[src/rtl/sus_pkg.sv]
// sus_pkg: shared types and constants for the sorted unique set.
// Used by sus_cell and sorted_unique_set; depends on nothing.

package sus_pkg;

    localparam int CAPACITY = 16;
    localparam int VAL_W    = 32;
    localparam int CNT_W    = $clog2(CAPACITY + 1);
    localparam int COUNT_W  = 5;
    localparam int S_DATA_W = 40;   // cmd + value, padded to whole bytes
    localparam int M_DATA_W = 8;    // ok + status + count

    localparam logic CMD_INSERT = 1'b0;
    localparam logic CMD_REMOVE = 1'b1;

    typedef enum logic [1:0] {
        ST_DONE     = 2'd0,
        ST_DUP      = 2'd1,
        ST_NOTFOUND = 2'd2,
        ST_FULL     = 2'd3
    } status_t;

    typedef enum logic {
        S_IDLE,
        S_UPDATE
    } state_t;

    // broadcast to every cell of the row
    typedef struct packed {
        logic cmp_en;   // latch compare flags against the incoming key
        logic upd_en;   // apply the shift this cycle
        logic insert;   // 1: shift right and insert, 0: shift left and remove
    } cell_ctrl_t;

endpackage

[src/rtl/sus_cell.sv]
// sus_cell: one slot of the sorted row; holds a value and its compare flags.
// Depends on sus_pkg; instantiated in a chain by sorted_unique_set.

module sus_cell (
    input  logic                              aclk,
    input  sus_pkg::cell_ctrl_t               ctrl,
    input  logic                              occupied,
    input  logic signed [sus_pkg::VAL_W-1:0]  cmp_key,
    input  logic signed [sus_pkg::VAL_W-1:0]  ins_key,
    input  logic                              left_lt,
    input  logic signed [sus_pkg::VAL_W-1:0]  left_val,
    input  logic signed [sus_pkg::VAL_W-1:0]  right_val,
    output logic                              lt,
    output logic                              eq,
    output logic signed [sus_pkg::VAL_W-1:0]  val
);

    logic signed [sus_pkg::VAL_W-1:0] val_reg;
    logic signed [sus_pkg::VAL_W-1:0] val_next;
    logic                             lt_reg;
    logic                             eq_reg;

    always_comb begin
        val_next = val_reg;
        if (!lt_reg) begin
            if (ctrl.insert) begin
                // first cell not below the key takes it, the rest move right
                val_next = left_lt ? ins_key : left_val;
            end else begin
                val_next = right_val;
            end
        end
    end

    always_ff @(posedge aclk) begin
        if (ctrl.cmp_en) begin
            lt_reg <= occupied && (val_reg < cmp_key);
            eq_reg <= occupied && (val_reg == cmp_key);
        end
        if (ctrl.upd_en) begin
            val_reg <= val_next;
        end
    end

    assign lt  = lt_reg;
    assign eq  = eq_reg;
    assign val = val_reg;

endmodule

[src/rtl/sorted_unique_set.sv]
// sorted_unique_set: top level; a row of sus_cell slots and the request sequencer.
// Depends on sus_pkg and sus_cell.
//
//  channel | ports            | payload (low bit first)
//  --------+------------------+------------------------------------------
//  input   | s_tvalid/tready  | s_tdata: cmd[0], value[32:1], zero[39:33]
//  result  | m_tvalid/tready  | m_tdata: ok[0], status[2:1], count[7:3]
//
// Per request: the accept edge latches every cell's compare flags against the key
// in parallel; the update state then shifts the row and loads the result.
// One request is in the row at a time; a new one is taken while a result waits.
// The shift holds while the result register is still full and m_tready is low.
// aresetn (synchronous) clears the count and the control state only.

module sorted_unique_set (
    input  logic                          aclk,
    input  logic                          aresetn,
    input  logic                          s_tvalid,
    output logic                          s_tready,
    input  logic [sus_pkg::S_DATA_W-1:0]  s_tdata,   // cmd, value, zero pad
    output logic                          m_tvalid,
    input  logic                          m_tready,
    output logic [sus_pkg::M_DATA_W-1:0]  m_tdata    // ok, status, count
);

    localparam int N = sus_pkg::CAPACITY;

    sus_pkg::state_t             state_reg, state_next;
    logic [sus_pkg::CNT_W-1:0]   count_reg, count_next;
    logic                        cmd_reg;
    logic signed [sus_pkg::VAL_W-1:0] key_reg;
    logic                        m_tvalid_reg;
    logic [sus_pkg::M_DATA_W-1:0] m_tdata_reg, m_tdata_next;

    sus_pkg::cell_ctrl_t         ctrl;
    logic                        s_accept;
    logic                        out_free;
    logic                        found;
    logic                        full;
    logic                        do_change;
    logic                        load_result;
    sus_pkg::status_t            status;
    logic signed [sus_pkg::VAL_W-1:0] s_value;
    logic [sus_pkg::CNT_W+sus_pkg::COUNT_W-1:0] count_ext;

    logic [N-1:0]                lt_vec;
    logic [N-1:0]                eq_vec;
    logic [N-1:0]                occ_vec;
    logic signed [sus_pkg::VAL_W-1:0] val_vec [N];

    assign s_value  = s_tdata[sus_pkg::VAL_W:1];
    assign s_tready = (state_reg == sus_pkg::S_IDLE);
    assign s_accept = s_tvalid && s_tready;
    assign out_free = !m_tvalid_reg || m_tready;

    assign found = |eq_vec;
    assign full  = (count_reg >= sus_pkg::CNT_W'(N));

    always_comb begin
        if (cmd_reg == sus_pkg::CMD_INSERT) begin
            if (found) begin
                status = sus_pkg::ST_DUP;
            end else if (full) begin
                status = sus_pkg::ST_FULL;
            end else begin
                status = sus_pkg::ST_DONE;
            end
        end else begin
            status = found ? sus_pkg::ST_DONE : sus_pkg::ST_NOTFOUND;
        end
    end

    assign do_change = (status == sus_pkg::ST_DONE);

    always_comb begin
        state_next  = state_reg;
        load_result = 1'b0;
        case (state_reg)
            sus_pkg::S_IDLE: begin
                if (s_accept) begin
                    state_next = sus_pkg::S_UPDATE;
                end
            end
            sus_pkg::S_UPDATE: begin
                if (out_free) begin
                    load_result = 1'b1;
                    state_next  = sus_pkg::S_IDLE;
                end
            end
            default: begin
                state_next = sus_pkg::S_IDLE;
            end
        endcase
    end

    always_comb begin
        count_next = count_reg;
        if (load_result && do_change) begin
            count_next = (cmd_reg == sus_pkg::CMD_INSERT) ? count_reg + 1'b1
                                                          : count_reg - 1'b1;
        end
    end

    assign count_ext    = (sus_pkg::CNT_W + sus_pkg::COUNT_W)'(count_next);
    assign m_tdata_next = {count_ext[sus_pkg::COUNT_W-1:0], status, do_change};

    assign ctrl.cmp_en = s_accept;
    assign ctrl.upd_en = load_result && do_change;
    assign ctrl.insert = (cmd_reg == sus_pkg::CMD_INSERT);

    always_ff @(posedge aclk) begin
        if (!aresetn) begin
            state_reg    <= sus_pkg::S_IDLE;
            count_reg    <= '0;
            m_tvalid_reg <= 1'b0;
        end else begin
            state_reg <= state_next;
            count_reg <= count_next;
            if (load_result) begin
                m_tvalid_reg <= 1'b1;
            end else if (m_tready) begin
                m_tvalid_reg <= 1'b0;
            end
        end
    end

    always_ff @(posedge aclk) begin
        if (s_accept) begin
            cmd_reg <= s_tdata[0];
            key_reg <= s_value;
        end
        if (load_result) begin
            m_tdata_reg <= m_tdata_next;
        end
    end

    assign m_tvalid = m_tvalid_reg;
    assign m_tdata  = m_tdata_reg;

    for (genvar i = 0; i < N; i++) begin : g_cell
        logic                             left_lt;
        logic signed [sus_pkg::VAL_W-1:0] left_val;
        logic signed [sus_pkg::VAL_W-1:0] right_val;

        assign occ_vec[i] = (count_reg > sus_pkg::CNT_W'(i));

        if (i == 0) begin : g_first
            assign left_lt  = 1'b1;
            assign left_val = key_reg;
        end else begin : g_mid
            assign left_lt  = lt_vec[i-1];
            assign left_val = val_vec[i-1];
        end

        if (i == N - 1) begin : g_last
            assign right_val = val_vec[i];
        end else begin : g_inner
            assign right_val = val_vec[i+1];
        end

        sus_cell u_cell (
            .aclk      (aclk),
            .ctrl      (ctrl),
            .occupied  (occ_vec[i]),
            .cmp_key   (s_value),
            .ins_key   (key_reg),
            .left_lt   (left_lt),
            .left_val  (left_val),
            .right_val (right_val),
            .lt        (lt_vec[i]),
            .eq        (eq_vec[i]),
            .val       (val_vec[i])
        );
    end

    // never more than the capacity held
    a_count_bound: assert property (@(posedge aclk) disable iff (!aresetn)
        count_reg <= sus_pkg::CNT_W'(N))
        else $error("member count above capacity");

    // held values are unique, so at most one slot can match the key
    a_single_match: assert property (@(posedge aclk) disable iff (!aresetn)
        (state_reg == sus_pkg::S_UPDATE) |-> $onehot0(eq_vec))
        else $error("more than one slot matches the key");

    // an accepted request always reaches the shift step next
    a_accept_update: assert property (@(posedge aclk) disable iff (!aresetn)
        s_accept |=> (state_reg == sus_pkg::S_UPDATE))
        else $error("accepted request did not move to update");

    // a finished request leaves a result behind
    a_result_loaded: assert property (@(posedge aclk) disable iff (!aresetn)
        load_result |=> m_tvalid_reg)
        else $error("result not presented after update");

    // the count only moves on a successful change
    a_count_change: assert property (@(posedge aclk) disable iff (!aresetn)
        !(load_result && do_change) |=> $stable(count_reg))
        else $error("count changed without a successful request");

endmodule
[config.mk]
export PLATFORM = sky130hd
export DESIGN_NAME = sorted_unique_set
export DESIGN_NICKNAME = d
export VERILOG_FILES = /design/src/rtl/sus_pkg.sv /design/src/rtl/sus_cell.sv /design/src/rtl/sorted_unique_set.sv
export SDC_FILE = /design/constraint.sdc
export NUM_CORES = 2
export LEC_CHECK = 0
export BUFFER_PORTS_ARGS = -buffer_cell sky130_fd_sc_hd__buf_2
export CORE_MARGIN = 2
export CORE_UTILIZATION = 49
export CTS_BUF_LIST = sky130_fd_sc_hd__clkbuf_4 sky130_fd_sc_hd__clkbuf_8
export CTS_CLUSTER_SIZE = 25
export DETAILED_ROUTE_END_ITERATION = 6
export HOLD_SLACK_MARGIN = 0.1
export PLACE_DENSITY = 0.62
export SLEW_MARGIN = 20
export SYNTH_ARGS = -nofsm -noshare
export SYNTH_HDL_FRONTEND = slang
export SYNTH_SLANG_ARGS = --single-unit
export TNS_END_PERCENT = 50
[constraint.sdc]
create_clock -name aclk -period 5.4 [get_ports aclk]
set_clock_uncertainty 0.2 [all_clocks]
set_input_delay 1.08 -clock aclk [delete_from_list [all_inputs] [get_ports aclk]]
set_output_delay 1.08 -clock aclk [all_outputs]
set_load 0.05 [all_outputs]
==> impl_results.md <==
- Fin util: a little over half
- Worst hold path depth: 1
- Worst min path class: primary input to flop
- Number of rows in the core area: 104
- Clock-pin slew of the registers on the worst-case setup and hold paths: 60 ps
- Via count: 30260
- Starting Density: 49.26%
- Net count of the mapped netlist: ~4200
- Remaining DRCs: 0
- Placer's final routability congestion estimate: 0.9208
- Die outline area: ~0.083 mm²
- Number of buffers between clock root and the deepest sink: 3
- Worst Path Max Fanout: 18
- Number of setup buffers added after CTS: 0
- Crit path arrival time: roughly 4500 ps
- RSZ-0062 raised after global routing: false
- WL/cell: 25.27 µm
- Cell breakdown of the critical path: nor4_1, nand4_1, mux2i_2, nand2b_2, nor2_4, buf_4
- Remaining Overflow, GRT: 0
- Detailed placement HPWL: 89480 µm
- Crit path required time: roughly 5600 ps
- Top Family by Delay on Critical Path: simple AND/OR/NAND/NOR gates
- Share of flip-flops with an asynchronous set or reset: 0%
- Worst slew slack as a fraction of its limit: 21.27%
- Global-route wire length before repair: 183500 µm
- Root buffer selected by CTS: sky130_fd_sc_hd__clkbuf_8
- Count of fill cells added during filler insertion: 7238
- Final count of pins violating max slew: 0
- Worst R2R Start: g_cell[13].u_cell.eq
- CTS hold repair buffers: 0
- Vias/cell: 6.228
- Synthesized instance count: around 3700
- Final count of hold timing violations: 0
- Run status: finished clean
- Maximum single-stage delay on the critical path: 810 ps
- Number of synthesized flops with an enable pin: slightly below 600
- Slowest CP cell: sky130_fd_sc_hd__nor2_4
- Number of gates resized after CTS: 0
- Sequential cell area fraction in the yosys report: 44.84%
- Pwr/cell area: around 270 mW/mm²
- Clk Latency, worst-skew pair: 740 ps
- Number of CTS-inserted buffers: 108
- Static leakage: 17.42 nW
- Via count of the first global-routing pass: approximately 28000
- Synth-to-layout area growth: 9.674%
- Sum of routed wire length over all layers: 122800 µm
- Cell variety after synth: 50
- Flip-flop and latch count after synthesis: 592
- Count of buffer and inverter cells on the critical path: 1
- Worst-Margin Slew: 1178 ps
- Yosys warns: 0
- Hold worst-path end: g_cell[0].left_val[31]
- Reg2reg setup slack: about 1100 ps
- H-tree lvl count: 3
- Largest vdd supply drop: 0.2086 mV
- Crit Path Category: flop to flop
- Count of pins on the block boundary: between 50 and 60
- Top_reg_cell synth: sky130_fd_sc_hd__edfxtp_1
- Reg-to-reg critical path endpoint: g_cell[7].u_cell.val[4]
- Detailed-router iteration count before antenna repair: 6
- Max reg flops: approximately 510
- Nature of the critical path startpoint: flop
- Final Critical Period: 4301 ps
- Antenna viol nets, final: 0
- Logic depth of the worst register-to-register path: 6
- Die outline height: 287.9 µm
- All-Layer GR Usage: 29.52%
- Count of buffers inserted at the top-level ports: 46
- Clock sink count: 592
- Detailed router's first-iteration violation count: 3343
- Largest net degree at the start of global routing: 244
- Maximum operating frequency: 232.5 MHz
- Layout cells sized above 1: 10.48%
- Hold Startpoint: s_tdata[32]
- CORE AREA: 0.08016 mm²
- Sum of negative setup slack: 0 ps
- Number of setup violations in the final report: 0
- Share of the cycle needed by the critical path after routing: 79.64%
- Synthesized area per cell: 10.74 µm²
- Max-cap violations: 0
- Antenna violations before repair: 6
- Post-synthesis instance area: 0.03949 mm²
- Nets: approximately 4300
- Capturing element type of the critical path: flop
- Clock tree from TritonCTS: done
- Die Wd: 287.9 µm
## layout by cell type (no fill, tap or decap), types with 57 or more instances in the layout
cell type | synthesis | layout
sky130_fd_sc_hd__and4_1 | 57 | 57
sky130_fd_sc_hd__inv_1 | 58 | 58
sky130_fd_sc_hd__edfxtp_1 | 585 | 585
sky130_fd_sc_hd__mux2i_1 | 449 | 449
sky130_fd_sc_hd__nor2_1 | 72 | 57
sky130_fd_sc_hd__mux2_2 | 72 | 72
sky130_fd_sc_hd__buf_4 | 0 | 69
sky130_fd_sc_hd__nand2_1 | 591 | 591
sky130_fd_sc_hd__clkbuf_8 | 0 | 115
sky130_fd_sc_hd__o21ai_0 | 509 | 509
sky130_fd_sc_hd__ha_1 | 516 | 516
sky130_fd_sc_hd__a21oi_1 | 190 | 190
## cell families after synthesis
logic type	count (synthesis)	share of synthesized area (%)
AND/OR/NAND/NOR	921	10.53
AO/OA/AOI/OAI	862	12.19
flip-flops	592	44.84
multiplexers	522	13.47
adder cells (fa/ha/maj)	516	16.35
buffers and inverters	260	2.522
XOR/XNOR	4	0.08874
## per-stage QoR
step / instances / worst slack (ps) / instance area [µm²] / power, mW / hold slack (ps)
floorplan: 3677 / 757.7 / 39490 / 6.705 / 318.2
global placement: 4661 / 1109 / 41140 / 7.282 / 306.7
detailed placement: 4661 / 969.0 / 41140 / 7.323 / 336.1
CTS: 4858 / 1126 / 43300 / 11.73 / 291.6
global route: 4859 / 1054 / 43310 / 12.15 / 313.2
finish: 4859 / 1100 / 43310 / 11.71 / 333.2
## cell usage after synthesis, drive strengths merged (3+ instances only)
cell type,count,area share [%]
nand2,591,5.6
edfxtp,585,44
ha,516,16
o21ai,509,6.5
mux2i,450,11
a21oi,190,2.4
clkbuf,156,1.5
mux2,72,2.1
nor2,72,0.68
inv,58,0.55
and4,57,1.3
nand4,52,0.82
nand3,49,0.62
a21o,48,0.91
buf,46,0.49
nor3,28,0.35
a221oi,27,0.60
nor2b,27,0.43
nor4,23,0.36
o211ai,23,0.44
a21boi,15,0.29
o41ai,10,0.22
a22o,9,0.20
o21a,8,0.15
a221o,7,0.18
dfxtp,7,0.35
nand2b,5,0.079
and2,4,0.063
and3,3,0.048
o41a,3,0.086
or2,3,0.048
xor2,3,0.067
## report_power, final
| group | total [mW] | internal, mW | switching (mW) |
|---|---|---|---|
| combinational | 1.75 | 0.657 | 1.10 |
| clock | 4.43 | 2.40 | 2.03 |
| sequential | 5.52 | 5.29 | 0.231 |
| total | 11.7 | 8.35 | 3.36 |
## worst max path at each step
stage	start	end	cells after the start
2_1_floorplan	m_tready	g_cell[15].u_cell.val[0]	6
3_3_place_gp	s_tdata[13]	g_cell[0].u_cell.lt	11
3_5_place_dp	s_tdata[13]	g_cell[8].u_cell.lt	10
4_1_cts	g_cell[10].u_cell.eq	g_cell[7].u_cell.val[4]	6
5_1_grt	g_cell[10].u_cell.eq	g_cell[7].u_cell.val[4]	6
6_report	g_cell[13].u_cell.eq	g_cell[7].u_cell.val[4]	6
## layout make-up
| class | instances | area (µm²) | share of cell area [%] |
|---|---|---|---|
| multi-input cells | 2825 | 20920 | 48.30 |
| flip-flops and latches | 592 | 17710 | 40.89 |
| clock buffers | 159 | 1913 | 4.418 |
| well taps | 1060 | 1326 | 3.063 |
| repair buffers | 126 | 968.4 | 2.236 |
| clock inverters | 38 | 254.0 | 0.5865 |
| inverters | 58 | 217.7 | 0.5027 |
| diodes | 1 | 2.502 | 0.005779 |
## metal layers
| layer | track usage (%) | routed length (µm) | vias up |
|---|---|---|---|
| met3 | 5.911 | 11820 | 169 |
| met1 | 46.83 | 59030 | 14790 |
| li1 | - | - | 14010 |
| met2 | 39.10 | 47450 | 1297 |
| met5 | 0 | 0 | - |
| met4 | 10.30 | 4501 | 0 |
Power figures use the tool's default switching activity.
